File: src/hdl/nvl_pkg.sv
// Shared constants and types for the vector normalize/length core.
// Used by nvl_sqrt, nvl_div_lane and vector3_normalize_length_core.
package nvl_pkg;

	// Fraction bits of the fixed-point format
	localparam int FRAC_BITS = 16;

	localparam int VEC_W  = 32;
	localparam int UNIT_W = 18;
	localparam int MAG_W  = 32;
	localparam int SUM_W  = 2 * VEC_W;

	// Square root: one root bit per stage
	localparam int SQ_STAGES = SUM_W / 2;
	localparam int SQ_RW     = MAG_W + 4;

	// Division lanes: one quotient bit per stage
	localparam int QUO_W  = FRAC_BITS + 1;
	localparam int DIV_RW = MAG_W + 2;

	// Width used to negate the quotient before truncation to UNIT_W
	localparam int EXT_W = (QUO_W + 1 > UNIT_W) ? QUO_W + 1 : UNIT_W;

	// Per-word data riding alongside the square root
	typedef struct packed {
		logic [2:0]       neg;
		logic [VEC_W-1:0] ax;
		logic [VEC_W-1:0] ay;
		logic [VEC_W-1:0] az;
	} sq_side_t;

	// Per-word data riding alongside the division lanes
	typedef struct packed {
		logic [2:0]       neg;
		logic             zero;
		logic [MAG_W-1:0] mag;
	} div_side_t;

endpackage

File: src/hdl/nvl_div_lane.sv
// One division lane: (num << FRAC_BITS) / den, one quotient bit per stage.
// Depends on nvl_pkg; requires num <= den.
module nvl_div_lane (
	input  logic                          clk,
	input  logic [nvl_pkg::VEC_W-1:0]     num,
	input  logic [nvl_pkg::MAG_W-1:0]     den,
	output logic [nvl_pkg::QUO_W-1:0]     quo
);
	import nvl_pkg::*;

	logic [DIV_RW-1:0] rem_s [QUO_W];
	logic [MAG_W-1:0]  den_s [QUO_W];
	logic [QUO_W-1:0]  quo_s [QUO_W];

	for (genvar k = 0; k < QUO_W; k++) begin : g_stage
		logic [DIV_RW-1:0] rem;
		logic [MAG_W-1:0]  d;
		logic [QUO_W-1:0]  q;
		logic [DIV_RW-1:0] sh;
		logic              ge;

		if (k == 0) begin : g_first
			assign rem = DIV_RW'(num);
			assign d   = den;
			assign q   = '0;
			assign sh  = rem;
		end else begin : g_rest
			assign rem = rem_s[k-1];
			assign d   = den_s[k-1];
			assign q   = quo_s[k-1];
			assign sh  = {rem[DIV_RW-2:0], 1'b0};
		end

		// restoring step
		assign ge = sh >= DIV_RW'(d);

		always_ff @(posedge clk) begin
			rem_s[k] <= ge ? sh - DIV_RW'(d) : sh;
			den_s[k] <= d;
			quo_s[k] <= {q[QUO_W-2:0], ge};
		end
	end

	assign quo = quo_s[QUO_W-1];

endmodule

File: config.mk
export PLATFORM = sky130hd
export DESIGN_NAME = nvl_div_lane
export DESIGN_NICKNAME = d
export VERILOG_FILES = /design/src/hdl/nvl_pkg.sv /design/src/hdl/nvl_div_lane.sv
export SDC_FILE = /design/constraint.sdc
export NUM_CORES = 2
export LEC_CHECK = 0
export ABC_AREA = 0
export BUFFER_PORTS_ARGS = -buffer_cell sky130_fd_sc_hd__buf_2
export CAP_MARGIN = 40
export CELL_PAD_IN_SITES_DETAIL_PLACEMENT = 1
export CELL_PAD_IN_SITES_GLOBAL_PLACEMENT = 1
export CORE_MARGIN = 4
export CORE_UTILIZATION = 53
export CTS_CLUSTER_SIZE = 28
export DETAILED_ROUTE_END_ITERATION = 8
export PLACE_DENSITY = 0.94
export SYNTH_ARGS = -nofsm -noshare
export SYNTH_HDL_FRONTEND = slang
export SYNTH_SLANG_ARGS = --single-unit
File: constraint.sdc
create_clock -name clk -period 10.35 [get_ports clk]
set_clock_uncertainty 0.1 [all_clocks]
set_input_delay 2.07 -clock clk [delete_from_list [all_inputs] [get_ports clk]]
set_output_delay 2.07 -clock clk [all_outputs]
set_load 0.03 [all_outputs]
==> results_dict.tcl <==
set metrics [dict create \
    outcome "finished clean" \
    grt_pass1_wl_um 268000 \
    worst_slack_ns 5.04 \
    cts_buffers 131 \
    initial_core_util_pct 53.7 \
    drt_iter0_markers 1971 \
    die_area_sq_um 114000 \
    wl_met1_um 58600 \
    timing.rr.end "rem_s[0][320]$_DFF_P_" \
    std_cell_rows 120 \
    die_width_um 338 \
    ir_drop_mv 0.154 \
    hold_class "reg -> reg" \
    ys_seq_area_share_pct 41.4 \
    holdWs_ns 0.220 \
    cp-start-kind "input port" \
    fmax_mhz 188 \
    dpl_worst_slack_ns 4.35 \
    r2r_start "rem_s[0][272]$_SDFF_PN0_" \
    finalCriticalPeriod_ns 5.31 \
    clk_pin_slew_ns 0.06 \
    finalCritPeriodShare_pct 51.3 \
    nFillCells 12300 \
    hold_start "quo_s[8][1]$_DFF_P_" \
    diodes 0 \
    drc_errors 0 \
    drt_pass1_iterations 5 \
    setup_violations 0 \
    worstSetupEndpointType "register" \
    postCtsSetupBuffers 0 \
    clock_latency_ns 0.76 \
    p_total_uw 23600 \
    grt_usage_pct 28.8 \
    clockBufferDepth 3 \
    syn2layout_area_growth_pct 10.3 \
    crit_start "den[7]" \
    antenna_found_initial 0 \
    crit_fanout 59 \
    vias_per_cell 5.88 \
    chipHeight_um 338 \
    yosysUniqueCellTypes 96 \
    synth.avg_cell_area_sq_um 8.94 \
    dp_hpwl_um 118000 \
    wl_per_cell_um 20.6 \
    wl_met2_um 89200 \
    h-tree-depth 4 \
    synthFlopType "dfxtp_1" \
    grt.overflow.total 0 \
    rsz0062_at_grt "false" \
    place_congestion 0.975 \
    wl_met3_um 4860 \
    holdPathStages 0 \
    relSlewSlack_pct 42.3 \
    p_leak_uw 0.0299 \
    ioPinCount 82 \
    final_cell_mix "dfxtp_1, inv_1, a21oi_1" \
    synthCells 6453 \
    crit_arrival_ns 5.86 \
    worst_slew_pin_slew_ns 0.861 \
    cts_resized 0 \
    drt-total-wl_um 166000 \
    grt_max_degree 65 \
    synth_async_sr_flop_share_pct 0 \
    yosysWarnings 0 \
    ant_nets 0 \
    postLayoutCellArea_sq_um 63700 \
    rrSetupSlack_ns 5.84 \
    port_buffers 81 \
    final_layout_size_suffix_gt1_share_pct 6.90 \
    hold-path-endpoint "quo_s[9][2]$_DFF_P_" \
    synth_area_sq_um 57700 \
    placed_cell_area_sq_um 59300 \
    synth_nets 7077 \
    clkSinkCount 1193 \
    grt_pass1_vias 52600 \
    cp.required_ns 10.90 \
    top_layer "met4" \
    r2r_cells 15 \
    vias 47200 \
    worst-setup-path-type "in -> reg" \
    hold_buffers 0 \
    finalHoldViolations 0 \
    maxCapViolCount 0 \
    final_common_cell "dfxtp_1" \
    slew_violations 0 \
    cts_root_buffer "clkbuf_16" \
    fin_nets 7151 \
    tns_ns 0 \
    ys_ff_latch 1193 \
    cts_tree "yes" \
    coreArea_sq_um 108000 \
    power_density_nw_per_um2 370 \
    synth_edf_count 0 \
]
[stage by stage]
step,cells,util (%)
final,8027,59.2
after global placement,7795,55.1
after detailed placement,7797,55.2
after CTS,8027,59.2
after global routing,8027,59.2
after floorplan,6453,-
[routing by layer]
layer	track usage, %	vias to the layer above
met1	27.1	22900
met5	0	-
met4	20.9	0
met2	56.9	1183
li1	-	22400
met3	3.62	679
[layout make-up]
class	instances	area, sq um	share of cell area (%)
multi-input combinational	4438	30600	48.1
sequential	1193	23900	37.5
clock buffer	188	3820	6.00
inverter	667	2500	3.93
tap	1403	1760	2.76
timing repair buffer	96	528	0.830
clock inverter	42	523	0.822
[flip-flops by register name (all words and copies together), names as in the netlist]
register and cells:
den_s 512, quo_s 153, rem_s 528
[critical path: stages]
cell	delay [ns]
buf_2	0.10
inv_1	0.05
ha_1	0.34
a21oi_1	0.21
o21ai_0	0.20
a221oi_1	0.62
nand2_1	0.20
a311oi_1	0.44
nand3_1	0.14
a31o_2	0.31
a21oi_4	0.12
buf_4	0.48
inv_2	0.23
mux2_2	0.32
[worst max-delay path by stage]
stage,end,cells past startpoint
after floorplan,rem_s[0][28]$_DFF_P_,13
after global placement,rem_s[0][22]$_DFF_P_,14
after detailed placement,rem_s[0][22]$_DFF_P_,14
after CTS,rem_s[0][22]$_DFF_P_,14
after global routing,rem_s[0][22]$_DFF_P_,14
final,rem_s[0][22]$_DFF_P_,14
[cell usage after synthesis (all sizes together), types with 27 or more instances]
master | instances | share of area (%)
o21a | 67 | 0.87
a211oi | 40 | 0.55
clkbuf | 87 | 0.57
xor2 | 203 | 3.1
o21bai | 55 | 0.72
nand3 | 83 | 0.74
mux2 | 89 | 1.8
inv | 667 | 4.3
buf | 68 | 0.73
a21oi | 655 | 5.7
nand4 | 79 | 0.86
nor3 | 62 | 0.54
o21ai | 461 | 4.0
o211ai | 31 | 0.40
nor2b | 118 | 1.3
xnor2 | 248 | 3.8
nand2b | 94 | 1.0
nand2 | 496 | 3.2
and2 | 27 | 0.29
nor2 | 402 | 2.6
ha | 543 | 12
a21o | 266 | 3.5
dfxtp | 1193 | 41
and3 | 46 | 0.51
o31ai | 34 | 0.48
a31oi | 59 | 0.66
[logic make-up (layout without fill, tap and decap cells)]
logic type / after synthesis / after routing / share of synthesized area [%]
AOI/OAI and AO/OA: 1827 / 1827 / 19.5
and+or+nand+nor: 1503 / 1503 / 12.4
DFF: 1193 / 1193 / 41.4
buffers and inverters: 822 / 993 / 5.64
adders and majority gates: 559 / 559 / 12.3
xor gates and xnor gates: 451 / 451 / 6.85
muxes: 98 / 98 / 1.91
[where the power goes]
part | switching, uW | internal, uW
sequential | 869 | 6160
clock | 1910 | 2790
combinational | 7020 | 4810
Note: power is estimated with default switching activity, not from simulation.
